==> config.mk <==
export PLATFORM = sky130hd
export DESIGN_NAME = bafd_cell
export DESIGN_NICKNAME = d
export VERILOG_FILES = /design/src/rtl/core/assert_macros.svh /design/src/rtl/core/bafd_pkg.sv /design/src/rtl/core/bafd_cell.sv
export SDC_FILE = /design/constraint.sdc
export NUM_CORES = 1
export LEC_CHECK = 0
export BUFFER_PORTS_ARGS = -buffer_cell sky130_fd_sc_hd__buf_2
export CORE_MARGIN = 5
export CORE_UTILIZATION = 50
export CTS_CLUSTER_DIAMETER = 50
export DETAILED_ROUTE_END_ITERATION = 12
export MAX_ROUTING_LAYER = met4
export PLACE_DENSITY = 0.71
export SLEW_MARGIN = 0
export SYNTH_ARGS = -nofsm -noshare
export SYNTH_HDL_FRONTEND = slang
export SYNTH_SLANG_ARGS = --single-unit
==> constraint.sdc <==
create_clock -name clk -period 3.9 [get_ports clk]
set_input_delay 0.78 -clock clk [delete_from_list [all_inputs] [get_ports clk]]
set_output_delay 0.78 -clock clk [all_outputs]
set_load 0.02 [all_outputs]
==> src/rtl/core/assert_macros.svh <==
// assertion macros for the rtl file that checks its own logic
`ifndef ASSERT_MACROS_SVH
`define ASSERT_MACROS_SVH

// property checked on every rising edge of clk, off while rst_n is low
`define BAFD_ASSERT(label, prop) \
    label: assert property (@(posedge clk) disable iff (!rst_n) (prop)) \
        else $error("bearing unit assertion failed");

// implication form: the consequent must hold in the same cycle as the antecedent
`define BAFD_ASSERT_IMPL(label, ante, cons) \
    `BAFD_ASSERT(label, (ante) |-> (cons))

`endif

==> src/rtl/core/bafd_pkg.sv <==
// shared constants, types and the arctangent table of the bearing unit
`default_nettype none

package bafd_pkg;

    // coordinate and difference widths
    localparam int COORD_BITS = 16;
    localparam int DW         = COORD_BITS + 1;

    // cordic step count
    localparam int ANGLE_STEPS = 16;
    localparam int MAX_STEPS   = 24;
    localparam int NUM_STEPS   = (ANGLE_STEPS < MAX_STEPS) ? ANGLE_STEPS : MAX_STEPS;
    localparam int STEP_W      = $clog2(MAX_STEPS);

    // normalization puts the larger operand's top bit here
    localparam int NORM_BIT = 40;
    localparam int SH_W     = $clog2(NORM_BIT + 1);

    // datapath widths: x, y keep headroom for the cordic gain
    localparam int XW     = NORM_BIT + 4;
    localparam int ATAN_W = 22;
    localparam int ZW     = 25;
    localparam int ZCW    = 23;
    localparam int PHI_W  = 15;

    localparam int BEARING_W = 17;

    // angle constants, degrees * 65536 and degrees * 256
    localparam logic signed [ZW-1:0]  DEG90_Q16 = ZW'(90 * 65536);
    localparam logic [BEARING_W-1:0]  DEG90     = BEARING_W'(90 * 256);
    localparam logic [BEARING_W-1:0]  DEG180    = BEARING_W'(180 * 256);
    localparam logic [BEARING_W-1:0]  DEG270    = BEARING_W'(270 * 256);
    localparam logic [BEARING_W-1:0]  DEG360    = BEARING_W'(360 * 256);
    localparam logic [ZCW:0]          ROUND_HALF = (ZCW + 1)'(128);

    // atan(2^-i) in degrees * 65536, rounded to nearest
    localparam logic [ATAN_W-1:0] ATAN_TABLE [MAX_STEPS] = '{
        22'd2949120, 22'd1740967, 22'd919879, 22'd466945,
        22'd234379,  22'd117304,  22'd58666,  22'd29335,
        22'd14668,   22'd7334,    22'd3667,   22'd1833,
        22'd917,     22'd458,     22'd229,    22'd115,
        22'd57,      22'd29,      22'd14,     22'd7,
        22'd4,       22'd2,       22'd1,      22'd0
    };

    // case flags that travel alongside the datapath
    typedef struct packed {
        logic degen;
        logic dx_zero;
        logic dy_zero;
        logic dx_neg;
        logic dy_neg;
    } info_t;

    // state handed from one cordic cell to the next
    typedef struct packed {
        logic signed [XW-1:0] x;
        logic signed [XW-1:0] y;
        logic signed [ZW-1:0] z;
        info_t                info;
    } cordic_t;

    function automatic logic [ATAN_W-1:0] atan_q16(input logic [STEP_W-1:0] idx);
        logic [ATAN_W-1:0] val;
        val = '0;
        if (int'(idx) < MAX_STEPS)
        begin
            val = ATAN_TABLE[idx];
        end
        return val;
    endfunction

endpackage

`default_nettype wire

==> src/rtl/core/bafd_cell.sv <==
// one cordic vectoring step with its own pipeline register
`default_nettype none

module bafd_cell (
    input  wire logic                          clk,
    input  wire logic                          rst_n,
    input  wire logic [bafd_pkg::STEP_W-1:0]   step,
    input  wire logic                          in_valid,
    output logic                               in_ready,
    input  wire bafd_pkg::cordic_t             in_data,
    output logic                               out_valid,
    input  wire logic                          out_ready,
    output bafd_pkg::cordic_t                  out_data
);

    logic                              valid_reg;
    bafd_pkg::cordic_t                 data_reg;
    bafd_pkg::cordic_t                 data_next;
    logic signed [bafd_pkg::XW-1:0]    xs;
    logic signed [bafd_pkg::XW-1:0]    ys;
    logic signed [bafd_pkg::ZW-1:0]    dz;

    assign in_ready = !valid_reg || out_ready;

    // rotate toward the x axis, old x and y feed both updates
    always_comb
    begin
        xs = in_data.x >>> step;
        ys = in_data.y >>> step;
        dz = signed'({{(bafd_pkg::ZW-bafd_pkg::ATAN_W){1'b0}}, bafd_pkg::atan_q16(step)});
        data_next.info = in_data.info;
        if (in_data.y > 0)
        begin
            data_next.x = in_data.x + ys;
            data_next.y = in_data.y - xs;
            data_next.z = in_data.z + dz;
        end
        else
        begin
            data_next.x = in_data.x - ys;
            data_next.y = in_data.y + xs;
            data_next.z = in_data.z - dz;
        end
    end

    always_ff @(posedge clk or negedge rst_n)
    begin
        if (!rst_n)
        begin
            valid_reg <= 1'b0;
        end
        else if (in_ready)
        begin
            valid_reg <= in_valid;
        end
    end

    always_ff @(posedge clk)
    begin
        if (in_ready && in_valid)
        begin
            data_reg <= data_next;
        end
    end

    assign out_valid = valid_reg;
    assign out_data  = data_reg;

endmodule

`default_nettype wire

==> impl_metrics.toml, run 1 <==
[synth]
syn_nets = 2449
synth_ff_type = "edfxtp_1"
ys_types = 94
syn_area_per_cell_um2 = 8.83
ys_ff_latch = 119
syn_inst = 2188
ys_seq_area_share_pct = 18.5
netlist_area_um2 = 19300
synthArstFlopShare_pct = 0.840
synth_edf_count = 118
yosys_warnings = 0

[clock_tree]
clockBufferDepth = 2
cts_hold_buf = 0
cts_root_buf = "clkbuf_16"
htreeDepth = 4
clock-sinks = 119
numCtsBuffers = 17

[floorplanning]
io_pins = 247
die_h_um = 207
rows = 72
die_width_um = 207
start_util_pct = 50.2

[outcome]
status = "aborted with a tool error"
tool.error = "[ERROR GRT-0232] Routing congestion too high. Check the congestion heatmap in the GUI."
haltStage = "global routing"

[placement]
dp_hpwl_um = 79500
gp_congestion = 1.16
io_buffers = 246
dpl.cell_count = 3773

[global_route]
antenna_found_initial = 16
grt_max_degree = 65
grt-ovfl-total = 157
grt_usage_pct = 80.0

[sta]
worst-ep-kind = "sequential cell input"
grt-worst-endpoint = "out_data[73]$_DFFE_PP_/D"
metrics by stage:
stage                     worst slack [ns]  util (%)  area [µm²]
after detailed placement             -2.67      74.4       28600
after CTS                            -1.83      83.1       32000
after floorplan                      -2.06         -       20300
after global placement               -2.66      74.4       28600
cell families after synthesis:
family,synth area share [%]
fa+ha+maj,8.79
flops,18.5
mux,20.1
xor+xnor,8.73
compound gates,23.3
simple gates,16.7
buf+inv,3.97
per-layer routing:
| metal | GRT overflow | track usage (%) |
|---|---|---|
| met1 | 4 | 78.7 |
| met2 | 79 | 94.0 |
| met3 | 4 | 63.3 |
| met4 | 70 | 80.2 |
| met5 | - | - |
Yosys cell counts (18+ instances only):
master / n / area, µm²
a211oi_1: 25 / 188
a21o_1: 54 / 405
a21oi_1: 168 / 841
a22oi_1: 25 / 188
a31oi_1: 32 / 200
and2_1: 33 / 206
buf_2: 40 / 200
clkbuf_1: 68 / 255
edfxtp_1: 118 / 3540
ha_1: 131 / 1640
inv_1: 50 / 188
mux2_2: 58 / 653
mux2i_1: 101 / 1010
mux4_2: 95 / 2140
nand2_1: 159 / 597
nand2b_1: 35 / 219
nand3_1: 49 / 245
nand4_1: 26 / 163
nor2_1: 155 / 582
nor2b_1: 34 / 213
nor3_1: 35 / 175
nor4_1: 18 / 113
o21a_1: 20 / 150
o21ai_0: 115 / 576
o21bai_1: 22 / 165
o22ai_1: 24 / 150
o31ai_1: 18 / 135
xnor2_1: 125 / 1090
xor2_1: 65 / 569
what timing repair did:
action                     CTS
cloned                       8
buffers inserted           138
gates resized for setup    331
pin swaps                  167
setup endpoints to repair  100
==> run 2: changes to the inputs <==
--- a/config.mk
+++ b/config.mk
@@ -7,11 +7,9 @@
 export LEC_CHECK = 0
 export BUFFER_PORTS_ARGS = -buffer_cell sky130_fd_sc_hd__buf_2
 export CORE_MARGIN = 5
-export CORE_UTILIZATION = 50
-export CTS_CLUSTER_DIAMETER = 50
+export CORE_UTILIZATION = 35
 export DETAILED_ROUTE_END_ITERATION = 12
-export MAX_ROUTING_LAYER = met4
-export PLACE_DENSITY = 0.71
+export PLACE_DENSITY_LB_ADDON = 0.15
 export SLEW_MARGIN = 0
 export SYNTH_ARGS = -nofsm -noshare
 export SYNTH_HDL_FRONTEND = slang
==> constraint.sdc (replaced) <==
create_clock -name clk -period 5.1 [get_ports clk]
set_input_delay 1.02 -clock clk [delete_from_list [all_inputs] [get_ports clk]]
set_output_delay 1.02 -clock clk [all_outputs]
set_load 0.02 [all_outputs]
==> run 2 against run 1 <==
  * The flow now finishes, with violations (negative setup slack)
  * Synthesized area unchanged
  * Synthesized cell count stayed put
==> impl_metrics.toml, run 2 <==
[routing]
num_vias = 24100
wl_um = 105000
drt_iter0_markers = 2372
wire_per_inst_um = 25.5
drc = 0
vias_per_cell = 5.81
ant_nets = 0
firstDrtPassIters = 5

[clock_tree]
clock-sinks = 119
clockBufferDepth = 2
cts_tree = "built"
htreeDepth = 4
clk_pin_slew_ns = 0.07
numCtsBuffers = 17
clkLatencyLatePin_ns = 0.49
cts_root_buf = "clkbuf_16"

[floorplanning]
die_width_um = 245
rows = 86
core_area_um2 = 54900
start_util_pct = 35.2
die_area_um2 = 60000
die_h_um = 245
io_pins = 247

[outcome]
violations = "negative setup slack"
status = "finished with violations"

[placement]
io_buffers = 246
dpl.cell_count = 3992
dp_hpwl_um = 85100
gp_congestion = 1.07
postPlaceCellArea_um2 = 29000
pre_cts_ws_ns = -2.17

[sta]
rsz0062_at_grt = "yes"
max_freq_mhz = 158
worst_pin_slew_ns = 0.868
hold_violations = 0
slew_viol_final = 0
setup_viol = 69
fin_crit_ns = 6.35
layout_setup_ws_ns = -1.25
hold_slack_ns = 0.285
timing.setup.tns_ns = -43.14
slew-limit-headroom_pct = 41.9
skew_ns = 0.0122
fin_crit_sh_pct = 124

[min_path]
hold_path_class = "in -> async"

[finish]
largest_register_ffs = 118
stdcell_area_um2 = 32700
utilization_pct = 59.6
fin_cells = 4140
drive_gt1_share_pct = 55.2
layout_commonest_cell = "buf_4"
layout_common_cells = "buf_4 (1,016), buf_2 (242), nand2_1 (144), nor2_1 (129), edfxtp_1 (118)"
fin_nets = 3683
nFillCells = 4800
areaGrowthSynthToFinish_pct = 69.2

[synth]
yosysMostFrequentCell = "a21oi_1"
yosys-top-cells-count = "a21oi_1 (168), nand2_1 (159), nor2_1 (155), ha_1 (131), xnor2_1 (125)"
synthTopCellsByArea = "edfxtp_1 (18%), mux4_2 (11%), ha_1 (8.5%)"
yosys_warnings = 0
syn_inst = 2188
ys_ff_latch = 119
netlist_area_um2 = 19300
synth_edf_count = 118
syn_nets = 2449
synth_ff_type = "edfxtp_1"
synth_top_area_cell = "edfxtp_1"
ys_seq_area_share_pct = 18.5
syn_area_per_cell_um2 = 8.83
synthArstFlopShare_pct = 0.840
yosysTopAreaCellShare_pct = 18.3
ys_types = 94

[global_route]
antenna_found_initial = 3
grt_max_degree = 70
grt_pass1_vias = 23700
grt_pass1_wl_um = 151000
grt_usage_pct = 33.3
grt-ovfl-total = 0

[power]
leakage_nw = 14.5
p_per_area_nw_per_um2 = 263
power_mw = 8.60
vdd_drop_max_uv = 256

[flow_run]
maxCapViolations = 0

[worst_setup_path]
path_max_fanout = 8
critPathKind = "in -> reg"
worstReg2RegStart = "out_valid"
cp.required_ns = 5.33
cp-start-kind = "input port"
cp-startpoint = "step[0]"
arrival_ns = 6.58
crit_path_end_kind = "register"
==> run 2: cell counts after synthesis <==
Identical to the previous run, type by type.
==> run 2: critical path: stages <==
cell and delay [ns]:
clkbuf_16 0.16, buf_8 0.15, buf_12 0.13, buf_4 0.13, mux4_2 0.59, mux2i_1 0.18
o32a_1 0.20, o21ai_0 0.21, or3_4 0.45, nor4b_4 0.41, nand4_1 0.27, o31ai_2 0.30
xor2_1 0.24, ha_1 0.29, a21oi_2 0.16, buf_4 0.13, o21bai_1 0.07, a21o_1 0.20
a21o_1 0.18, a21o_1 0.16, a21oi_2 0.16, nor2b_2 0.07, o31ai_2 0.32, buf_4 0.18
o21ai_2 0.05, xor2_1 0.16
==> run 2: per-layer routing <==
layer | track usage (%) | wire length (µm) | vias up
li1 | - | - | 11000
met1 | 44.8 | 44800 | 11700
met2 | 53.2 | 48000 | 1108
met3 | 4.90 | 7180 | 249
met4 | 15.0 | 5390 | 4
met5 | 0 | 27 | -
==> run 2: kinds of logic after synthesis <==
family                     Yosys count  synth area share [%]
buffers and inverters              182                  3.97
adders and majority gates          134                  8.79
DFF                                119                  18.5
xor gates and xnor gates           191                  8.73
AOI/OAI and AO/OA                  671                  23.3
and+or+nand+nor                    634                  16.7
muxes                              257                  20.1
==> run 2: worst paths after layout <==
kind	end	slack [ns]	depth (start not counted)
worst min-delay path	out_valid	0.28	1
worst max register to register	out_data[117]	3.13	3
worst min register to register	out_valid	0.54	2
max in group asynchronous	out_valid	4.73	1
worst max-delay path	out_data[71]	-1.25	26
min in group clk	out_valid	0.54	2
==> run 2: power by group <==
| group | total [mW] | switching (mW) | internal, mW |
|---|---|---|---|
| Sequential | 1.43 | 0.0431 | 1.39 |
| Combinational | 5.81 | 2.97 | 2.84 |
| Clock | 1.36 | 0.583 | 0.779 |
| Total | 8.60 | 3.60 | 5.01 |
==> run 2: what timing repair did <==
action	CTS	global route
gates cloned	2	0
hold buffers	0	0
endpoints found under the setup margin	79	77
pin swaps	76	196
resized for setup	126	310
buffers inserted	48	82
==> run 2: cell type report <==
class                   instances  area [µm²]  share of cell area, %
diodes                          1        2.50                0.00765
inverters                      54         218                  0.666
repair buffers               1343       10100                   30.9
multi-input cells            1887       17300                   53.0
flip-flops and latches        119        3570                   10.9
well taps                     704         881                   2.69
clock buffers                  17         425                   1.30
clock inverters                15         194                  0.593
Power figures use the tool's default switching activity.
