===== src/rtl/core/assert_macros.svh =====
// assertion macros for the rtl file that checks its own logic
`ifndef ASSERT_MACROS_SVH
`define ASSERT_MACROS_SVH

// property checked on every rising edge of clk, off while rst_n is low
`define BAFD_ASSERT(label, prop) \
    label: assert property (@(posedge clk) disable iff (!rst_n) (prop)) \
        else $error("bearing unit assertion failed");

// implication form: the consequent must hold in the same cycle as the antecedent
`define BAFD_ASSERT_IMPL(label, ante, cons) \
    `BAFD_ASSERT(label, (ante) |-> (cons))

`endif


===== src/rtl/core/bafd_pkg.sv =====
// shared constants, types and the arctangent table of the bearing unit
`default_nettype none

package bafd_pkg;

    // coordinate and difference widths
    localparam int COORD_BITS = 16;
    localparam int DW         = COORD_BITS + 1;

    // cordic step count
    localparam int ANGLE_STEPS = 16;
    localparam int MAX_STEPS   = 24;
    localparam int NUM_STEPS   = (ANGLE_STEPS < MAX_STEPS) ? ANGLE_STEPS : MAX_STEPS;
    localparam int STEP_W      = $clog2(MAX_STEPS);

    // normalization puts the larger operand's top bit here
    localparam int NORM_BIT = 40;
    localparam int SH_W     = $clog2(NORM_BIT + 1);

    // datapath widths: x, y keep headroom for the cordic gain
    localparam int XW     = NORM_BIT + 4;
    localparam int ATAN_W = 22;
    localparam int ZW     = 25;
    localparam int ZCW    = 23;
    localparam int PHI_W  = 15;

    localparam int BEARING_W = 17;

    // angle constants, degrees * 65536 and degrees * 256
    localparam logic signed [ZW-1:0]  DEG90_Q16 = ZW'(90 * 65536);
    localparam logic [BEARING_W-1:0]  DEG90     = BEARING_W'(90 * 256);
    localparam logic [BEARING_W-1:0]  DEG180    = BEARING_W'(180 * 256);
    localparam logic [BEARING_W-1:0]  DEG270    = BEARING_W'(270 * 256);
    localparam logic [BEARING_W-1:0]  DEG360    = BEARING_W'(360 * 256);
    localparam logic [ZCW:0]          ROUND_HALF = (ZCW + 1)'(128);

    // atan(2^-i) in degrees * 65536, rounded to nearest
    localparam logic [ATAN_W-1:0] ATAN_TABLE [MAX_STEPS] = '{
        22'd2949120, 22'd1740967, 22'd919879, 22'd466945,
        22'd234379,  22'd117304,  22'd58666,  22'd29335,
        22'd14668,   22'd7334,    22'd3667,   22'd1833,
        22'd917,     22'd458,     22'd229,    22'd115,
        22'd57,      22'd29,      22'd14,     22'd7,
        22'd4,       22'd2,       22'd1,      22'd0
    };

    // case flags that travel alongside the datapath
    typedef struct packed {
        logic degen;
        logic dx_zero;
        logic dy_zero;
        logic dx_neg;
        logic dy_neg;
    } info_t;

    // state handed from one cordic cell to the next
    typedef struct packed {
        logic signed [XW-1:0] x;
        logic signed [XW-1:0] y;
        logic signed [ZW-1:0] z;
        info_t                info;
    } cordic_t;

    function automatic logic [ATAN_W-1:0] atan_q16(input logic [STEP_W-1:0] idx);
        logic [ATAN_W-1:0] val;
        val = '0;
        if (int'(idx) < MAX_STEPS)
        begin
            val = ATAN_TABLE[idx];
        end
        return val;
    endfunction

endpackage

`default_nettype wire


===== src/rtl/core/bafd_front.sv =====
// front end: coordinate differences, quadrant folding and normalization
`default_nettype none

module bafd_front (
    input  wire logic                                    clk,
    input  wire logic                                    rst_n,
    input  wire logic                                    in_valid,
    output logic                                         in_ready,
    input  wire logic signed [bafd_pkg::COORD_BITS-1:0]  target_y,
    input  wire logic signed [bafd_pkg::COORD_BITS-1:0]  own_y,
    input  wire logic signed [bafd_pkg::COORD_BITS-1:0]  target_x,
    input  wire logic signed [bafd_pkg::COORD_BITS-1:0]  own_x,
    output logic                                         out_valid,
    input  wire logic                                    out_ready,
    output bafd_pkg::cordic_t                            out_data
);

    // index of the highest set bit, zero for an all-zero word
    function automatic logic [bafd_pkg::SH_W-1:0] msb_pos(
        input logic [bafd_pkg::DW-1:0] m
    );
        logic [bafd_pkg::SH_W-1:0] pos;
        pos = '0;
        for (int i = 0; i < bafd_pkg::DW; i++)
        begin
            if (m[i])
            begin
                pos = bafd_pkg::SH_W'(i);
            end
        end
        return pos;
    endfunction

    logic                              a_valid_reg;
    logic signed [bafd_pkg::DW-1:0]    dx_reg;
    logic signed [bafd_pkg::DW-1:0]    dy_reg;
    logic                              a_ready;

    logic                              b_valid_reg;
    logic [bafd_pkg::DW-1:0]           u_reg;
    logic [bafd_pkg::DW-1:0]           v_reg;
    logic [bafd_pkg::SH_W-1:0]         sh_reg;
    bafd_pkg::info_t                   b_info_reg;
    logic                              b_ready;

    logic                              c_valid_reg;
    bafd_pkg::cordic_t                 c_data_reg;
    logic                              c_ready;

    logic signed [bafd_pkg::DW-1:0]    dx_next;
    logic signed [bafd_pkg::DW-1:0]    dy_next;
    logic [bafd_pkg::DW-1:0]           u_next;
    logic [bafd_pkg::DW-1:0]           v_next;
    logic [bafd_pkg::DW-1:0]           max_uv;
    logic [bafd_pkg::SH_W-1:0]         sh_next;
    bafd_pkg::info_t                   info_next;
    bafd_pkg::cordic_t                 c_data_next;

    // per-stage ready chain
    assign c_ready  = !c_valid_reg || out_ready;
    assign b_ready  = !b_valid_reg || c_ready;
    assign a_ready  = !a_valid_reg || b_ready;
    assign in_ready = a_ready;

    // stage a: differences
    assign dy_next = bafd_pkg::DW'(target_y) - bafd_pkg::DW'(own_y);
    assign dx_next = bafd_pkg::DW'(target_x) - bafd_pkg::DW'(own_x);

    // stage b: fold into first quadrant and find the normalizing shift
    always_comb
    begin
        u_next = dx_reg[bafd_pkg::DW-1] ? (~dx_reg + 1'b1) : dx_reg;
        v_next = dy_reg[bafd_pkg::DW-1] ? (~dy_reg + 1'b1) : dy_reg;
        max_uv = (u_next > v_next) ? u_next : v_next;
        if (max_uv == '0)
        begin
            sh_next = '0;
        end
        else
        begin
            sh_next = bafd_pkg::SH_W'(bafd_pkg::NORM_BIT) - msb_pos(max_uv);
        end
        info_next.dx_zero = (dx_reg == '0);
        info_next.dy_zero = (dy_reg == '0);
        info_next.degen   = (dx_reg == '0) && (dy_reg == '0);
        info_next.dx_neg  = dx_reg[bafd_pkg::DW-1];
        info_next.dy_neg  = dy_reg[bafd_pkg::DW-1];
    end

    // stage c: shift both operands, x takes |dy| and y takes |dx|
    always_comb
    begin
        c_data_next.x    = signed'({{(bafd_pkg::XW-bafd_pkg::DW){1'b0}}, v_reg} << sh_reg);
        c_data_next.y    = signed'({{(bafd_pkg::XW-bafd_pkg::DW){1'b0}}, u_reg} << sh_reg);
        c_data_next.z    = '0;
        c_data_next.info = b_info_reg;
    end

    // valid bits
    always_ff @(posedge clk or negedge rst_n)
    begin
        if (!rst_n)
        begin
            a_valid_reg <= 1'b0;
            b_valid_reg <= 1'b0;
            c_valid_reg <= 1'b0;
        end
        else
        begin
            if (a_ready)
            begin
                a_valid_reg <= in_valid;
            end
            if (b_ready)
            begin
                b_valid_reg <= a_valid_reg;
            end
            if (c_ready)
            begin
                c_valid_reg <= b_valid_reg;
            end
        end
    end

    // payload registers
    always_ff @(posedge clk)
    begin
        if (a_ready && in_valid)
        begin
            dx_reg <= dx_next;
            dy_reg <= dy_next;
        end
        if (b_ready && a_valid_reg)
        begin
            u_reg      <= u_next;
            v_reg      <= v_next;
            sh_reg     <= sh_next;
            b_info_reg <= info_next;
        end
        if (c_ready && b_valid_reg)
        begin
            c_data_reg <= c_data_next;
        end
    end

    assign out_valid = c_valid_reg;
    assign out_data  = c_data_reg;

endmodule

`default_nettype wire


===== config.mk =====
export PLATFORM = sky130hd
export DESIGN_NAME = bafd_front
export DESIGN_NICKNAME = d
export VERILOG_FILES = /design/src/rtl/core/assert_macros.svh /design/src/rtl/core/bafd_pkg.sv /design/src/rtl/core/bafd_front.sv
export SDC_FILE = /design/constraint.sdc
export NUM_CORES = 1
export LEC_CHECK = 0
export ABC_AREA = 1
export BUFFER_PORTS_ARGS = -buffer_cell sky130_fd_sc_hd__buf_4
export CORE_AREA = 2 2 206 208
export CTS_CLUSTER_DIAMETER = 40
export DETAILED_ROUTE_END_ITERATION = 10
export DIE_AREA = 0 0 208 210
export PLACE_DENSITY = 0.45
export REMOVE_ABC_BUFFERS = 1
export SYNTH_ARGS = -nofsm -noshare
export SYNTH_HDL_FRONTEND = slang
export SYNTH_SLANG_ARGS = --single-unit

===== constraint.sdc =====
create_clock -name clk -period 14.1 [get_ports clk]
set_input_delay 0 -clock clk [delete_from_list [all_inputs] [get_ports clk]]
set_output_delay 0 -clock clk [all_outputs]
set_load 0.01 [all_outputs]

* Word level (Yosys, flattened, before mapping)
Index checks and enable logic that the tools add are counted.
** Storage, ports and cells
- Bits in registers :: 175
- Latch bits :: 0
- Memory bits (writable) :: 0
- Memory bits (read-only) :: 0
- Input port bits :: 68
- Word-level logic and storage cells :: 63
- Memories kept :: 0
** Operators by class
- Add/subtract/negate cells :: 5
- Multipliers :: 0
- Div/mod/pow operators :: 0
- Magnitude comparators :: 1
- Equal/unequal tests :: 0
- Shifts and indexed selects :: 2
- Multiplexer cells :: 20
- Bitwise logic cells :: 2
- Reductions and logical operators :: 13
** Operators with widths (number)
- $mux 6 :: 16
- $shl 17x6->44 :: 2
- $logic_not 17->1 :: 3
- $mux 17 :: 3
- $add 17x1->17 const B :: 2
- $not 17->17 :: 2
- $sub 16x16->17 :: 2
- $gt 17x17->1 :: 1
- $sub 6x6->6 const A :: 1
- $logic_and 1x1->1 :: 4
- $logic_not 1->1 :: 3
- $logic_or 1x1->1 :: 3
- $mux 1 :: 1

* Longest topological paths before layout
- Depth after elaboration :: 23
- Gate-level depth with buffers :: 43

* Worst setup path after synthesis
Ideal clock, no wire load.
- Path kind :: reg-to-reg
- From :: register c_valid_reg, in the netlist out_valid
- To :: register c_data_reg, in the netlist out_data[0] (enable)
- Library setup time :: 575 ps
- Arrival time :: 4952 ps
- Data required time :: 13525 ps
- Slack :: 8573 ps
- Stages on the path, launching flop included :: 2
- Cell sequence :: dfrtp_1 -> a21oi_1
** On the way
- Cells in the longest elaborated chain, start to end :: 3
** RTL lines
- start: declaration :: RTL line bafd_front.sv:46 : logic c_valid_reg;
- start signal: assignment :: RTL line bafd_front.sv:120 : c_valid_reg <= b_valid_reg;
- $logic_not 1->1 :: RTL line bafd_front.sv:60 : assign c_ready = !c_valid_reg || out_ready;
- $logic_or 1x1->1 :: RTL line bafd_front.sv:60
- $logic_and 1x1->1 :: RTL line bafd_front.sv:140 : if (c_ready && b_valid_reg)
- end signal: assignment :: RTL line bafd_front.sv:142 : c_data_reg <= c_data_next;
- end: declaration :: RTL line bafd_front.sv:47 : bafd_pkg::cordic_t c_data_reg;
Every way passes these cells.
A chain may end at the register's enable or synchronous reset.

* Worst setup path after layout
- From :: register dy_reg[0] (netlist name)
- To :: register sh_reg[2] (netlist name), data pin
** On the way
- Cells in the longest elaborated chain, start to end :: 23
- Elaborated cells on any way between the ends :: 24
** RTL lines
- start: declaration :: RTL line bafd_front.sv:36 : logic signed [bafd_pkg::DW-1:0] dy_reg;
- start signal: assignment :: RTL line bafd_front.sv:131 : dy_reg <= dy_next;
- $not 17->17 (*) :: RTL line bafd_front.sv:73 : v_next = dy_reg[bafd_pkg::DW-1] ? (~dy_reg + 1'b1) : dy_reg;
- $add 17x1->17 (*) :: RTL line bafd_front.sv:73
- $mux 17 (*) :: RTL line bafd_front.sv:73
- named net v_next, one bit :: RTL line bafd_front.sv:53 : logic [bafd_pkg::DW-1:0] v_next;
- $gt 17x17->1 :: RTL line bafd_front.sv:74 : max_uv = (u_next > v_next) ? u_next : v_next;
- $mux 17 (*) :: RTL line bafd_front.sv:74
- $mux 1 :: RTL line bafd_front.sv:26 : if (m[i])
- $mux 6 (15 in a row) :: RTL line bafd_front.sv:26
- $mux 6 :: RTL line bafd_front.sv:75 : if (max_uv == '0)
- $sub 6x6->6 :: RTL line bafd_front.sv:81 : sh_next = bafd_pkg::SH_W'(bafd_pkg::NORM_BIT) - msb_pos(max_uv);
- end signal: assignment :: RTL line bafd_front.sv:137 : sh_reg <= sh_next;
- end: declaration :: RTL line bafd_front.sv:42 : logic [bafd_pkg::SH_W-1:0] sh_reg;
Mark *: on every way through the listed nets, which the timed path passes. The rest lies on a longest branch. The select of a mux whose other input is x is not followed.

==> metrics.md <==
| Metric | Value |
|---|---|
| Status | complete, no violations |
| Cell Rows | 75 |
| Slew Limit Headroom | 27.08% |
| Hold Path Class | input port to flop |
| VDD IR max | about 0.06 mV |
| Crit path required time | about 14 ns |
| Global-route wire length before repair | 44200 um |
| Inserted Clock Buffers | 17 |
| DR pass1 iterations | 5 |
| Seq/Total Area, Yosys | 47.47% |
| Filler instances | between 4k and 5k |
| Final ANT Viol Nets | 0 |
| Worst setup SP type | flop |
| Max reg flops | between 90 and 100 |
| CP max stage cell | edfxtp_1 |
| Synth area leader | edfxtp_1 |
| Die H | about 210 um |
| Post-CTS sizing | 0 |
| Final Net Count | ~1.5k |
| Maximum root-to-sink buffer count | 2 |
| Crit path buffers/inverters | 5 |
| Chip width | approximately 210 um |
| Met2 usage | 20.19% |
| Ys flop type | edfxtp_1 |
| Worst slew pin tran | between 1 and 1.5 ns |
| Slew Viols, Final | 0 |
| FFs w/ async S/R, synth | 1.714% |
| Final setup margin | 9.111 ns |
| Final wirelength | 27360 um |
| Post-route minimum period | roughly 5 ns |
| Post-synth EDFFs | 172 |
| Die area | roughly 0.044 mm2 |
| Worst Setup End Kind | flop |
| Hold slack | roughly 0.018 ns |
| Starting density of the core | 26.61% |
| Pwr/cell area | roughly 170 mW/mm2 |
| CP most frequent cell | nand2_1 |
| Grt met3 use | 1.713% |
| # IOs | roughly 190 |
| RSZ-0062 raised after global routing | no |
| Switching pwr | approximately 0.95 mW |
| Synth-to-layout area growth | 20.75% |
| CTS root buf | clkbuf_16 |
| P_int | approximately 1.4 mW |
| Maximum clock frequency | about 200 MHz |
| Yosys top cell area share | 46.79% |
| CTS sink cnt | approximately 180 |
| Most common cell in the netlist | nand2_1 |
| Hold Fails Final Rpt | 0 |
| Via count | approximately 8.6k |
| GRT Residual Overflow | 0 |
| Register area | 0.005240 mm2 |
| Grt met1 use | 17.80% |
| Max_cap viols | 0 |
| Setup_tns | 0 ns |
| Sequential share of power | between 30% and 40% |
| Leakage power | between 5 and 6 nW |
| Total core area | around 0.041 mm2 |
| Max incr delay on CP | 0.51 ns |
| Yosys reg bits | 175 |
| Combinational Power Share | 43.8% |
| Diodes inserted | 0 |
| Clk slew on worst S/H paths | 0.07 ns |
| CP max FO | 29 |
| I/O Buffers | 162 |
| Post-synth top cells | 267 x nand2_1, 172 x edfxtp_1, 126 x inv_1 |
| Area contributors post-synth | edfxtp_1 47%, nand2_1 9.1%, ha_1 5.9% |
| Yosys warns | 0 |
| CP Class | flop to flop |
| Post-detail-place hpwl | between 20000 and 25000 um |
| TritonCTS clock tree | built |
| Layout cell share with drive strength beyond 1 | between 10% and 20% |
| Tcrit/Tclk final | roughly 35% |
| Routed WL per cell | 13.96 um |
| Post-synthesis cell type count | 46 |
| Htree depth | 4 |
| Fin area | 0.01333 mm2 |
| Multi-input logic area | 0.004936 mm2 |
| Initial antenna violation count | 0 |
| Worst skew pair latency | around 0.44 ns |
| Placed Area | 0.01267 mm2 |
| Number of global-route vias before repair | 8240 |
| Post-Syn Instances | between 1k and 1.5k |
| Critical path's top delay family | simple AND/OR/NAND/NOR gates |
| Dpl ws | approximately 9 ns |
| DR iter-0 viols | roughly 450 |
| Net Sw Frac | 41.11% |
| Pin count of the biggest net entering global routing | between 70 and 80 |
| Tot GR Track Use | between 10% and 20% |
| Layout Skew | around 0.013 ns |
| Vias per cell | 4.365 |
| Mapped Area | 0.01104 mm2 |
| Final setup viols | 0 |
| Clock power share | between 20% and 30% |
| GRT busiest layer | met2 |
| Gp weighted congestion | approximately 0.81 |
| CP arrival | approximately 5.2 ns |
| DR DRC count | 0 |
| Syn avg cell area | 8.698 um2 |
==> power by group through the flow <==
stage	Combinational (mW)	Clock [mW]	Sequential, mW
4_1_cts	1.02	0.485	0.825
6_report	1.01	0.473	0.821
5_1_grt	1.15	0.506	0.837
2_1_floorplan	0.617	0	0.884
3_3_place_gp	1.01	0	0.837
3_5_place_dp	1.02	0	0.836
==> placed cells by master, fill, tap and decap left out, types with 3 or more instances in the layout <==
master	netlist	routed
a21o_1	3	3
a21oi_1	65	64
a31oi_1	20	20
buf_4	25	174
clkbuf_16	0	17
clkinv_4	0	3
conb_1	1	25
dfrtp_1	3	3
dlygate4sd3_1	0	8
edfxtp_1	172	172
ha_1	52	52
inv_1	126	126
inv_2	9	9
inv_6	0	4
inv_8	0	4
mux2i_1	10	10
nand2_1	267	267
nand2_2	16	16
nand3_1	63	63
nand4_1	9	9
nor2_1	107	107
nor2_2	7	7
nor3_1	16	16
nor3_2	3	3
nor4_1	6	6
o21a_1	6	6
o21ai_0	100	100
o21ai_1	14	14
o21ai_2	7	7
o31ai_1	25	25
xnor2_1	8	8
xor2_1	46	46
==> timing repair <==
item / 4_1_cts / 5_1_grt
hold buffers: 8 / 0
endpoints found under the hold margin: 9 / 0
setup buffers: 0 / 0
==> layout make-up <==
| type | count | share of cell area [%] |
|---|---|---|
| flip-flops and latches | 175 | 39.31 |
| multi-input cells | 894 | 37.03 |
| repair buffers | 182 | 10.40 |
| well taps | 539 | 5.060 |
| inverters | 137 | 3.858 |
| clock buffers | 18 | 3.220 |
| clock inverters | 14 | 1.117 |
==> per-stage QoR <==
stage | cells | utilization (%) | total power, mW
after CTS | 1959 | 32.14 | 2.333
final | 1959 | 32.14 | 2.303
after floorplan | 1206 | - | 1.501
after global routing | 1959 | 32.14 | 2.494
after detailed placement | 1919 | 30.55 | 1.854
after global placement | 1919 | 30.55 | 1.851
==> worst register-to-register path, delay by kind of cell, from the launching register on <==
family	cells	cell delay [ns]
xor+xnor	1	0.18
buf+inv	5	0.38
flops	1	0.51
simple gates	32	2.94
fa+ha+maj	3	0.73
==> logic make-up (layout without fill, tap and decap cells) <==
family	Yosys count	count (layout)	synth area share [%]
buf+inv	224	351	8.728
fa+ha+maj	54	54	6.257
mux	10	10	0.9069
flops	175	175	47.47
other cells	1	25	0.03397
xor+xnor	56	56	4.580
simple gates	502	502	19.33
compound gates	247	247	12.70
==> layer usage <==
layer,routed length (um),share of wire [%],up-vias
li1,-,-,4525
met1,13830,51,3853
met2,12350,45,157
met3,858,3.1,16
met4,311,1.1,0
met5,0,0,-
==> final timing paths <==
check | start | end | slack, ns | cells past startpoint
hold / removal | own_y[1] | dy_reg[1]$_DFFE_PP_ | 0.02 | 3
min in group asynchronous | rst_n | a_valid_reg$_DFFE_PN0N_ | 0.44 | 3
hold reg to reg | b_info_reg[0]$_DFFE_PP_ | out_data[0]$_DFFE_PP_ | 0.43 | 0
setup reg to reg | dy_reg[0]$_DFFE_PP_ | sh_reg[2]$_SDFFCE_PN0P_ | 9.11 | 41
setup / recovery | dy_reg[0]$_DFFE_PP_ | sh_reg[2]$_SDFFCE_PN0P_ | 9.11 | 41
max in group asynchronous | rst_n | b_valid_reg$_DFFE_PN0P_ | 13.51 | 3
Note: power is estimated with default switching activity, not from simulation.
