**src/rtl/core/assert_macros.svh**
```systemverilog
// assertion macros for the rtl file that checks its own logic
`ifndef ASSERT_MACROS_SVH
`define ASSERT_MACROS_SVH

// property checked on every rising edge of clk, off while rst_n is low
`define BAFD_ASSERT(label, prop) \
    label: assert property (@(posedge clk) disable iff (!rst_n) (prop)) \
        else $error("bearing unit assertion failed");

// implication form: the consequent must hold in the same cycle as the antecedent
`define BAFD_ASSERT_IMPL(label, ante, cons) \
    `BAFD_ASSERT(label, (ante) |-> (cons))

`endif

```
**src/rtl/core/bafd_pkg.sv**
```systemverilog
// shared constants, types and the arctangent table of the bearing unit
`default_nettype none

package bafd_pkg;

    // coordinate and difference widths
    localparam int COORD_BITS = 16;
    localparam int DW         = COORD_BITS + 1;

    // cordic step count
    localparam int ANGLE_STEPS = 16;
    localparam int MAX_STEPS   = 24;
    localparam int NUM_STEPS   = (ANGLE_STEPS < MAX_STEPS) ? ANGLE_STEPS : MAX_STEPS;
    localparam int STEP_W      = $clog2(MAX_STEPS);

    // normalization puts the larger operand's top bit here
    localparam int NORM_BIT = 40;
    localparam int SH_W     = $clog2(NORM_BIT + 1);

    // datapath widths: x, y keep headroom for the cordic gain
    localparam int XW     = NORM_BIT + 4;
    localparam int ATAN_W = 22;
    localparam int ZW     = 25;
    localparam int ZCW    = 23;
    localparam int PHI_W  = 15;

    localparam int BEARING_W = 17;

    // angle constants, degrees * 65536 and degrees * 256
    localparam logic signed [ZW-1:0]  DEG90_Q16 = ZW'(90 * 65536);
    localparam logic [BEARING_W-1:0]  DEG90     = BEARING_W'(90 * 256);
    localparam logic [BEARING_W-1:0]  DEG180    = BEARING_W'(180 * 256);
    localparam logic [BEARING_W-1:0]  DEG270    = BEARING_W'(270 * 256);
    localparam logic [BEARING_W-1:0]  DEG360    = BEARING_W'(360 * 256);
    localparam logic [ZCW:0]          ROUND_HALF = (ZCW + 1)'(128);

    // atan(2^-i) in degrees * 65536, rounded to nearest
    localparam logic [ATAN_W-1:0] ATAN_TABLE [MAX_STEPS] = '{
        22'd2949120, 22'd1740967, 22'd919879, 22'd466945,
        22'd234379,  22'd117304,  22'd58666,  22'd29335,
        22'd14668,   22'd7334,    22'd3667,   22'd1833,
        22'd917,     22'd458,     22'd229,    22'd115,
        22'd57,      22'd29,      22'd14,     22'd7,
        22'd4,       22'd2,       22'd1,      22'd0
    };

    // case flags that travel alongside the datapath
    typedef struct packed {
        logic degen;
        logic dx_zero;
        logic dy_zero;
        logic dx_neg;
        logic dy_neg;
    } info_t;

    // state handed from one cordic cell to the next
    typedef struct packed {
        logic signed [XW-1:0] x;
        logic signed [XW-1:0] y;
        logic signed [ZW-1:0] z;
        info_t                info;
    } cordic_t;

    function automatic logic [ATAN_W-1:0] atan_q16(input logic [STEP_W-1:0] idx);
        logic [ATAN_W-1:0] val;
        val = '0;
        if (int'(idx) < MAX_STEPS)
        begin
            val = ATAN_TABLE[idx];
        end
        return val;
    endfunction

endpackage

`default_nettype wire

```
**src/rtl/core/bafd_back.sv**
```systemverilog
// back end: clamp and round the angle, unfold by quadrant, output register
`default_nettype none

module bafd_back (
    input  wire logic                              clk,
    input  wire logic                              rst_n,
    input  wire logic                              in_valid,
    output logic                                   in_ready,
    input  wire bafd_pkg::cordic_t                 in_data,
    output logic                                   out_valid,
    input  wire logic                              out_ready,
    output logic [bafd_pkg::BEARING_W-1:0]         bearing,
    output logic                                   degenerate
);

    logic                                  p_valid_reg;
    logic [bafd_pkg::PHI_W-1:0]            phi_reg;
    bafd_pkg::info_t                       p_info_reg;
    logic                                  p_ready;

    logic                                  q_valid_reg;
    logic [bafd_pkg::BEARING_W-1:0]        bearing_reg;
    logic                                  degen_reg;
    logic                                  q_ready;

    logic [bafd_pkg::ZCW-1:0]              zc;
    logic [bafd_pkg::ZCW:0]                zr;
    logic [bafd_pkg::PHI_W-1:0]            phi_next;
    logic [bafd_pkg::BEARING_W-1:0]        phi_ext;
    logic [bafd_pkg::BEARING_W-1:0]        b_raw;
    logic [bafd_pkg::BEARING_W-1:0]        bearing_next;

    assign q_ready  = !q_valid_reg || out_ready;
    assign p_ready  = !p_valid_reg || q_ready;
    assign in_ready = p_ready;

    // clamp to 0..90 degrees, then round q16 to q8
    always_comb
    begin
        if (in_data.z < 0)
        begin
            zc = '0;
        end
        else if (in_data.z > bafd_pkg::DEG90_Q16)
        begin
            zc = bafd_pkg::ZCW'(bafd_pkg::DEG90_Q16);
        end
        else
        begin
            zc = bafd_pkg::ZCW'(in_data.z);
        end
        zr       = {1'b0, zc} + bafd_pkg::ROUND_HALF;
        phi_next = zr[bafd_pkg::PHI_W+7:8];
    end

    // axis cases and quadrant unfolding, full turn wraps to zero
    always_comb
    begin
        phi_ext = bafd_pkg::BEARING_W'(phi_reg);
        if (p_info_reg.degen)
        begin
            b_raw = '0;
        end
        else if (p_info_reg.dx_zero)
        begin
            b_raw = p_info_reg.dy_neg ? bafd_pkg::DEG180 : '0;
        end
        else if (p_info_reg.dy_zero)
        begin
            b_raw = p_info_reg.dx_neg ? bafd_pkg::DEG270 : bafd_pkg::DEG90;
        end
        else if (!p_info_reg.dx_neg)
        begin
            b_raw = p_info_reg.dy_neg ? (bafd_pkg::DEG180 - phi_ext) : phi_ext;
        end
        else
        begin
            b_raw = p_info_reg.dy_neg ? (bafd_pkg::DEG180 + phi_ext)
                                      : (bafd_pkg::DEG360 - phi_ext);
        end
        bearing_next = (b_raw >= bafd_pkg::DEG360) ? (b_raw - bafd_pkg::DEG360) : b_raw;
    end

    always_ff @(posedge clk or negedge rst_n)
    begin
        if (!rst_n)
        begin
            p_valid_reg <= 1'b0;
            q_valid_reg <= 1'b0;
        end
        else
        begin
            if (p_ready)
            begin
                p_valid_reg <= in_valid;
            end
            if (q_ready)
            begin
                q_valid_reg <= p_valid_reg;
            end
        end
    end

    always_ff @(posedge clk)
    begin
        if (p_ready && in_valid)
        begin
            phi_reg    <= phi_next;
            p_info_reg <= in_data.info;
        end
        if (q_ready && p_valid_reg)
        begin
            bearing_reg <= bearing_next;
            degen_reg   <= p_info_reg.degen;
        end
    end

    assign out_valid  = q_valid_reg;
    assign bearing    = bearing_reg;
    assign degenerate = degen_reg;

endmodule

`default_nettype wire

```
**config.mk**
```make
export PLATFORM = sky130hd
export DESIGN_NAME = bafd_back
export DESIGN_NICKNAME = d
export VERILOG_FILES = /design/src/rtl/core/assert_macros.svh /design/src/rtl/core/bafd_pkg.sv /design/src/rtl/core/bafd_back.sv
export SDC_FILE = /design/constraint.sdc
export NUM_CORES = 1
export LEC_CHECK = 0
export BUFFER_PORTS_ARGS = -buffer_cell sky130_fd_sc_hd__buf_2
export CORE_ASPECT_RATIO = 0.6
export CORE_MARGIN = 2
export CORE_UTILIZATION = 50
export DETAILED_ROUTE_END_ITERATION = 8
export PLACE_DENSITY = 0.87
export SYNTH_ARGS = -nofsm -noshare
export SYNTH_HDL_FRONTEND = slang
export SYNTH_SLANG_ARGS = --single-unit
```
**constraint.sdc**
```tcl
create_clock -name clk -period 8.6 [get_ports clk]
set_input_delay 0.43 -clock clk [delete_from_list [all_inputs] [get_ports clk]]
set_output_delay 0.43 -clock clk [all_outputs]
set_load 0.005 [all_outputs]
```
Yosys cells after proc, flatten, opt, wreduce, memory -nomap -nowiden
Cells that the tools add are included.

Register bits: 40. Input bits: 122. Word-level logic and storage cells: 35.

$add $sub $neg: 5. $lt $le $gt $ge: 3. Mux-type cells: 11. Reduce and logical (&&, ||, !) cells: 6.

Operators by type and width (number): 17-bit two-way mux (8); 23-bit two-way mux (2); 25-bit by 24-bit greater-than comparator with 1-bit output, second input constant (1); 25-bit by 1-bit < comparator with 1-bit output, second input constant (1); 23-bit by 8-bit adder with 23-bit output, second input constant (1); 16-bit by 15-bit adder with 17-bit output, first input constant (1); 17-bit greater-or-equal comparator, second input constant (1); 16-bit by 15-bit subtractor with 17-bit output, first input constant (1); 17-bit by 15-bit subtractor with 17-bit output, first input constant (1); 17-bit subtractor, second input constant (1); 16-bit two-way mux (1); 1-bit logical AND (2); 1-bit zero test (2); 1-bit logical OR (2).

Longest topological paths before layout
Gate-level depths: netlist (run 1).

Depth after elaboration: 8. Mapped depth: 14.

Worst setup path after synthesis (run 1)
OpenSTA, ideal clock, no wires.

Path kind: input-to-reg. Start: input port in_data[15] (netlist bit). End: register phi_reg[13] (netlist bit), data pin. Library setup time: 0.261 ns. Data arrival time: 2.764 ns. Data required time: 8.339 ns. Path slack: 5.575 ns. Stages: 11. Buffers on the path: 1. Cells stage by stage: or4_1 nor4_1 o21bai_1 clkbuf_1 nor2_1 ha_1 and3_1 nand2_1 or4_1 o211ai_1 a21oi_1.

Longest elaborated chain between the ends: 4. Elaborated cells between the ends (all ways): 5. Classes of those cells: add/sub (1); order compare (2); mux (2).

RTL lines: start: declaration (RTL line bafd_back.sv:9) `input wire bafd_pkg::cordic_t in_data,`; 25-bit by 24-bit greater-than comparator with 1-bit output (RTL line bafd_back.sv:44) `else if (in_data.z > bafd_pkg::DEG90_Q16)`; 23-bit two-way mux (RTL line bafd_back.sv:44); 23-bit two-way mux * (RTL line bafd_back.sv:40) `if (in_data.z < 0)`; 23-bit by 8-bit adder with 23-bit output * (RTL line bafd_back.sv:52) `zr = {1'b0, zc} + bafd_pkg::ROUND_HALF;`; via zr, one bit (RTL line bafd_back.sv:27) `logic [bafd_pkg::ZCW:0] zr;`; end signal: assignment (RTL line bafd_back.sv:108) `phi_reg <= phi_next;`; end: declaration (RTL line bafd_back.sv:17) `logic [bafd_pkg::PHI_W-1:0] phi_reg;`.

The timed path passes the listed nets; every way through them passes the cells marked *. A chain may end at the register's enable or synchronous reset.

Final worst setup path (run 1)
Start: register phi_reg[6] (netlist bit). End: register bearing_reg, in the netlist bearing[14], data pin.

Longest elaborated chain between the ends: 8. Elaborated cells between the ends (all ways): 12. Classes of those cells: add/sub (4); order compare (1); mux (7).

RTL lines: 17-bit by 15-bit subtractor with 17-bit output (tied with other cells) (RTL line bafd_back.sv:79) `: (bafd_pkg::DEG360 - phi_ext);`; 17-bit two-way mux, on equally long branches (RTL line bafd_back.sv:78, bafd_back.sv:74); 17-bit two-way mux * (RTL line bafd_back.sv:72) `else if (!p_info_reg.dx_neg)`; 17-bit two-way mux * (RTL line bafd_back.sv:68) `else if (p_info_reg.dy_zero)`; 17-bit two-way mux * (RTL line bafd_back.sv:64) `else if (p_info_reg.dx_zero)`; 17-bit two-way mux * (RTL line bafd_back.sv:60) `if (p_info_reg.degen)`; 17-bit subtractor or 17-bit greater-or-equal comparator (tied branches) (RTL line bafd_back.sv:81) `bearing_next = (b_raw >= bafd_pkg::DEG360) ? (b_raw - bafd_pkg::DEG360) : b_raw;`; 17-bit two-way mux * (RTL line bafd_back.sv:81); via bearing_next, one bit (RTL line bafd_back.sv:31) `logic [bafd_pkg::BEARING_W-1:0] bearing_next;`; end signal: assignment (RTL line bafd_back.sv:113) `bearing_reg <= bearing_next;`; end: declaration (RTL line bafd_back.sv:22) `logic [bafd_pkg::BEARING_W-1:0] bearing_reg;`.

Marked as above.

==> flow_metrics.tcl, run 1 <==
set metrics [dict create \
    final_common_cell "buf_2" \
    postLayoutCellArea_sq_um 3220 \
    relSlewSlack 0.434 \
    dp_cells 417 \
    cts_tree "built" \
    fin_tns_setup_ps 0 \
    fin_nets 485 \
    cts.clk_slew.worst_paths_ps 80 \
    grt_pass1_vias 2194 \
    period_minus_slack_ps 3110 \
    routed_via_density 5.97 \
    p_per_area_nw_per_um2 143 \
    clockRootBuffer "clkbuf_8" \
    n_antenna_cell 0 \
    cp.required_ps 8630 \
    largest_reg_flops 17 \
    most-common-layout-cells "buf_2, nor2_1, edfxtp_1, nand2_1, nand3_1" \
    route.detailed.drc 0 \
    max_slew.worst_pin.slew_ps 838 \
    ys_ff_latch 40 \
    min_period_over_period 0.362 \
    clk_latency_ps 290 \
    dpl.hpwl_um 4730 \
    syn_inst 307 \
    synthArstFlopShare 0.0500 \
    port_buffers 53 \
    dp_slack_ps 5180 \
    numCtsBuffers 5 \
    skew_ps 9.88 \
    num_vias 2545 \
    place_area_sq_um 3130 \
    final-max-slew-violation-count 0 \
    ant_nets 0 \
    endpoint_kind "register" \
    dieArea_sq_um 6280 \
    finalSetupViolations 0 \
    syn_area_sq_um 2820 \
    drt_iter0_drc 240 \
    drt_wl_total_um 6170 \
    cts_setup_buffers 0 \
    rsz0062_at_grt "false" \
    start_util 0.512 \
    cp_num_buf_inv 0 \
    antenna_found_initial 0 \
    dieWidth_um 101 \
    cpPeakStageDelay_ps 570 \
    ctsLongestPathBuffers 2 \
    setup_slack_ps 5490 \
    drive_gt1_frac 0.190 \
    status "completed" \
    grt_first_pass_wirelength_um 10200 \
    multiInputGateArea_sq_um 1530 \
    cp_top_family "compound AO/OA/AOI/OAI gates" \
    crit_chain "nor4_4 -> a31oi_1 -> o21a_1 -> or4_1 -> a22o_1 -> a21o_1 -> a211oi_2 -> xnor2_1" \
    synth_edf_count 38 \
    crit_fanout 9 \
    ys_types 55 \
    ys_warn_count 0 \
    gp_congestion 0.899 \
    layout-area-overhead-vs-synth_pct 14.0 \
    cp-start-kind "register" \
    grt_overflow 0 \
    critical_path_class "register to register" \
    syn_area_per_cell_sq_um 9.19 \
    rows 21 \
    hold_viol 0 \
    worstPathArrival_ps 3150 \
    cap_violations 0 \
    syn_nets 436 \
    first_pass_iters 6 \
    core_area_sq_um 5520 \
    ys_seq_area_frac 0.422 \
    pin_count 142 \
    hold_class "primary input to register" \
    p_total_uw 460 \
    fmax_ghz 0.321 \
    die_y_um 62.2 \
    grt_max_degree 21 \
    regArea_sq_um 1190 \
    synth_ff_type "edfxtp_1" \
    cts.sinks 40 \
    leakagePower_uw 0.00122 \
    wl_per_cell_um 14.5 \
    ir_drop_mv 0.0562 \
    fin_cells 426 \
    track_usage 0.202 \
    nFillCells 489 \
    htreeDepth 2 \
    cp_slowest_cell "nor4_4" \
]
==> synth_stat cells, drive strengths merged (4+ instances only) <==
| library cell | number | area share |
|---|---|---|
| nor4 | 7 | 0.026 |
| or4 | 7 | 0.020 |
| inv | 15 | 0.020 |
| a211oi | 5 | 0.015 |
| xnor2 | 11 | 0.034 |
| and2 | 4 | 0.0089 |
| clkbuf | 11 | 0.015 |
| o211ai | 4 | 0.011 |
| o31ai | 5 | 0.013 |
| nor2 | 41 | 0.055 |
| a31oi | 4 | 0.0089 |
| nand4 | 8 | 0.018 |
| a21oi | 16 | 0.030 |
| edfxtp | 38 | 0.40 |
| nand3 | 17 | 0.030 |
| nand2b | 6 | 0.013 |
| nand2 | 19 | 0.025 |
| nor3 | 9 | 0.016 |
| or3 | 4 | 0.0089 |
| xor2 | 12 | 0.037 |
| mux2i | 4 | 0.014 |
| o21ai | 10 | 0.018 |
| nor2b | 8 | 0.018 |
| ha | 7 | 0.031 |
==> per-stage QoR <==
| step | hold slack, ps | util |
|---|---|---|
| 2_1_floorplan | 134 | - |
| 3_3_place_gp | 214 | 0.567 |
| 3_5_place_dp | 218 | 0.567 |
| 4_1_cts | 306 | 0.583 |
| 5_1_grt | 302 | 0.583 |
| 6_report | 311 | 0.583 |
==> worst reg2reg max path: cells and delay by family (launching register included) <==
kind	cells	cell delay (ps)
AO/OA/AOI/OAI	5	1170
AND/OR/NAND/NOR	2	1080
flip-flops	1	520
XOR/XNOR	1	90
==> report_power, final <==
| part | leakage (uW) | switching [uW] | internal, uW |
|---|---|---|---|
| Clock | 0.0000395 | 58.9 | 57.6 |
| Combinational | 0.000783 | 55.3 | 39.8 |
| Sequential | 0.000398 | 17.3 | 231 |
| Total | 0.00122 | 132 | 329 |
==> cells by family after synthesis <==
| family | synth area share |
|---|---|
| xor gates and xnor gates | 0.0714 |
| DFF | 0.422 |
| AOI/OAI and AO/OA | 0.153 |
| adders and majority gates | 0.0310 |
| muxes | 0.0182 |
| buffers and inverters | 0.0377 |
| and+or+nand+nor | 0.267 |
==> layout make-up <==
cell class	instances	share of cell area
inverters	16	0.0187
flip-flops and latches	40	0.370
well taps	69	0.0268
repair buffers	54	0.0855
multi-input cells	239	0.474
clock buffers	8	0.0249
==> what timing repair did <==
item	in CTS	in global routing
hold buffers	1	0
endpoints found under the hold margin	2	0
gates resized for setup	0	0
==> worst paths after layout <==
kind                             startpoint            end  slack (ps)  cells past startpoint
worst max-delay path             phi_reg[6]    bearing[14]        5490                      8
worst min-delay path             in_data[2]  p_info_reg[2]         310                      1
max in group asynchronous             rst_n      out_valid        8050                      2
min in group asynchronous             rst_n    p_valid_reg         450                      2
worst max register to register   phi_reg[6]    bearing[14]        5490                      8
worst min register to register  p_valid_reg      out_valid         490                      1
==> per-layer routing <==
metal | GRT usage | wire length [um] | vias up
met5 | 0 | 0 | -
met4 | 0.0557 | 47 | 0
met3 | 0.0484 | 641 | 6
met2 | 0.286 | 2510 | 151
met1 | 0.309 | 2970 | 1151
li1 | - | - | 1237
Power figures use the tool's default switching activity.
==> inputs of run 2 (changes only) <==
CORE_UTILIZATION = 46   (was 50)
PLACE_DENSITY = 0.81   (was 0.87)
clock period = 3.1 ns   (was 8.6 ns; I/O delays follow)
==> flow_metrics.tcl, run 2 (synthesis results as in run 1) <==
set metrics [dict create \
    status "completed" \
    hold_depth 1 \
    cp_slowest_cell "or4_4" \
    pin_count 142 \
    largest_reg_flops 17 \
    cap_violations 0 \
    first_pass_iters 4 \
    drt_wl_total_um 6340 \
    relSlewSlack 0.425 \
    cp.required_ps 3140 \
    antenna_found_initial 0 \
    final-max-slew-violation-count 0 \
    port_buffers 53 \
    path_common_cell "a211oi_2" \
    hold_viol 0 \
    crit_fanout 4 \
    cts.sinks 40 \
    drt_iter0_drc 205 \
    route.detailed.drc 0 \
    reg2regPathDepth 9 \
    final_common_cell "buf_2" \
    min_period_over_period 0.969 \
    numCtsBuffers 5 \
    skew_ps 9.09 \
    dpl.hpwl_um 5000 \
    setup_slack_ps 97.4 \
    grt_first_pass_wirelength_um 10800 \
    crit_chain "or4_4 -> nor3_1 -> a211oi_2 -> mux2i_1 -> a221o_1 -> ha_1 -> and2_1 -> a211oi_2 -> xnor2_1" \
    gp_congestion 0.911 \
    hold_class "primary input to register" \
    crit_cells 9 \
    fin_nets 502 \
    leakagePower_uw 0.00132 \
    grt_overflow 0 \
    grt_max_degree 21 \
    grt_pass1_vias 2277 \
    hold-worst-slack_ps 33.5 \
    endpoint_kind "register" \
    dieWidth_um 105 \
    clockRootBuffer "clkbuf_8" \
    rows 22 \
    finalSetupViolations 0 \
    pwr-share-seq 0.490 \
    ctsLongestPathBuffers 2 \
    dp_slack_ps 90.6 \
    cp_num_buf_inv 0 \
    n_antenna_cell 0 \
    p_switching_uw 378 \
    htreeDepth 2 \
    cts.clk_slew.worst_paths_ps 80 \
    dieArea_sq_um 6800 \
    period_minus_slack_ps 3000 \
    ir_drop_mv 0.197 \
    die_y_um 64.7 \
    p_int_uw 1010 \
    fmax_ghz 0.333 \
    most-common-layout-cells "buf_2, nor2_1, edfxtp_1, nand2_1" \
    clkPwrFrac 0.295 \
    cpPeakStageDelay_ps 590 \
    cp-start-kind "register" \
    clk_latency_ps 290 \
    core_area_sq_um 6030 \
    wl_per_cell_um 13.8 \
    place_area_sq_um 3240 \
    track_usage 0.198 \
    cp_top_family "simple AND/OR/NAND/NOR gates" \
    p_per_area_nw_per_um2 408 \
    critical_path_class "register to register" \
    postLayoutCellArea_sq_um 3400 \
    layout-area-overhead-vs-synth_pct 20.4 \
    power_frac_comb 0.214 \
    p_total_uw 1390 \
    power.share.switching 0.273 \
    ant_nets 0 \
    start_util 0.468 \
    num_vias 2562 \
    routed_via_density 5.59 \
    drive_gt1_frac 0.238 \
    worstPathArrival_ps 3050 \
    cts_tree "built" \
    max_slew.worst_pin.slew_ps 862 \
]
run 2: cell types whose count changed in the layout (fill, tap and decap cells not counted):
| cell | before | now |
|---|---|---|
| bufinv_16 | 0 | 1 |
| a211oi_2 | 1 | 2 |
| a211oi_1 | 4 | 3 |
| ha_1 | 7 | 6 |
| buf_4 | 0 | 17 |
| clkbuf_1 | 3 | 1 |
| ha_2 | 0 | 1 |
| clkinv_2 | 0 | 1 |
run 2: power by group through the flow:
stage               sequential, uW  clock [uW]  combinational [uW]
global placement               691           0                 278
finish                         680         410                 297
floorplan                      679           0                 186
detailed placement             693           0                 283
CTS                            681         417                 286
global route                   686         439                 333
run 2: final timing paths:
kind,slack (ps),endpoint,startpoint
worst min register to register,500,out_valid,p_valid_reg
max in group asynchronous,2840,p_valid_reg,rst_n
worst max register to register,100,bearing[14],phi_reg[6]
min in group asynchronous,170,out_valid,rst_n
worst min-delay path,30,p_info_reg[0],in_data[0]
worst max-delay path,100,bearing[14],phi_reg[6]
run 2: layout make-up:
class | instances | area [sq um]
Fill cell | 551 | 2630
Multi-Input combinational cell | 239 | 1530
Sequential cell | 40 | 1190
Timing Repair Buffer | 71 | 403
Tap cell | 84 | 105
Clock buffer | 6 | 72.6
Inverter | 16 | 60.1
Clock inverter | 2 | 35.0
run 2: worst reg2reg max path, stage by stage, from the launching register on:
cell	delay, ps
edfxtp_1	450
or4_4	600
nor3_1	340
a211oi_2	80
mux2i_1	200
a221o_1	360
ha_1	250
and2_1	180
a211oi_2	220
xnor2_1	90
run 2: per-layer routing:
metal  track usage  wire, um  vias up
li1              -         -     1275
met5             0         0        -
met3        0.0392       495        5
met1         0.301      3200     1177
met4        0.0467        42        0
met2         0.291      2600      105
run 2: repair_timing:
action                     4_1_cts  5_1_grt
gates resized for setup          0        2
hold buffers                     1        0
setup endpoints to repair        0        5
buffers inserted                 0        4
hold endpoints to repair         2        0
run 2: stage by stage:
step	utilization	cells	TNS, ps
2_1_floorplan	-	307	0
3_3_place_gp	0.538	445	0
3_5_place_dp	0.538	445	0
4_1_cts	0.558	454	0
5_1_grt	0.564	458	-95.7
6_report	0.564	458	0
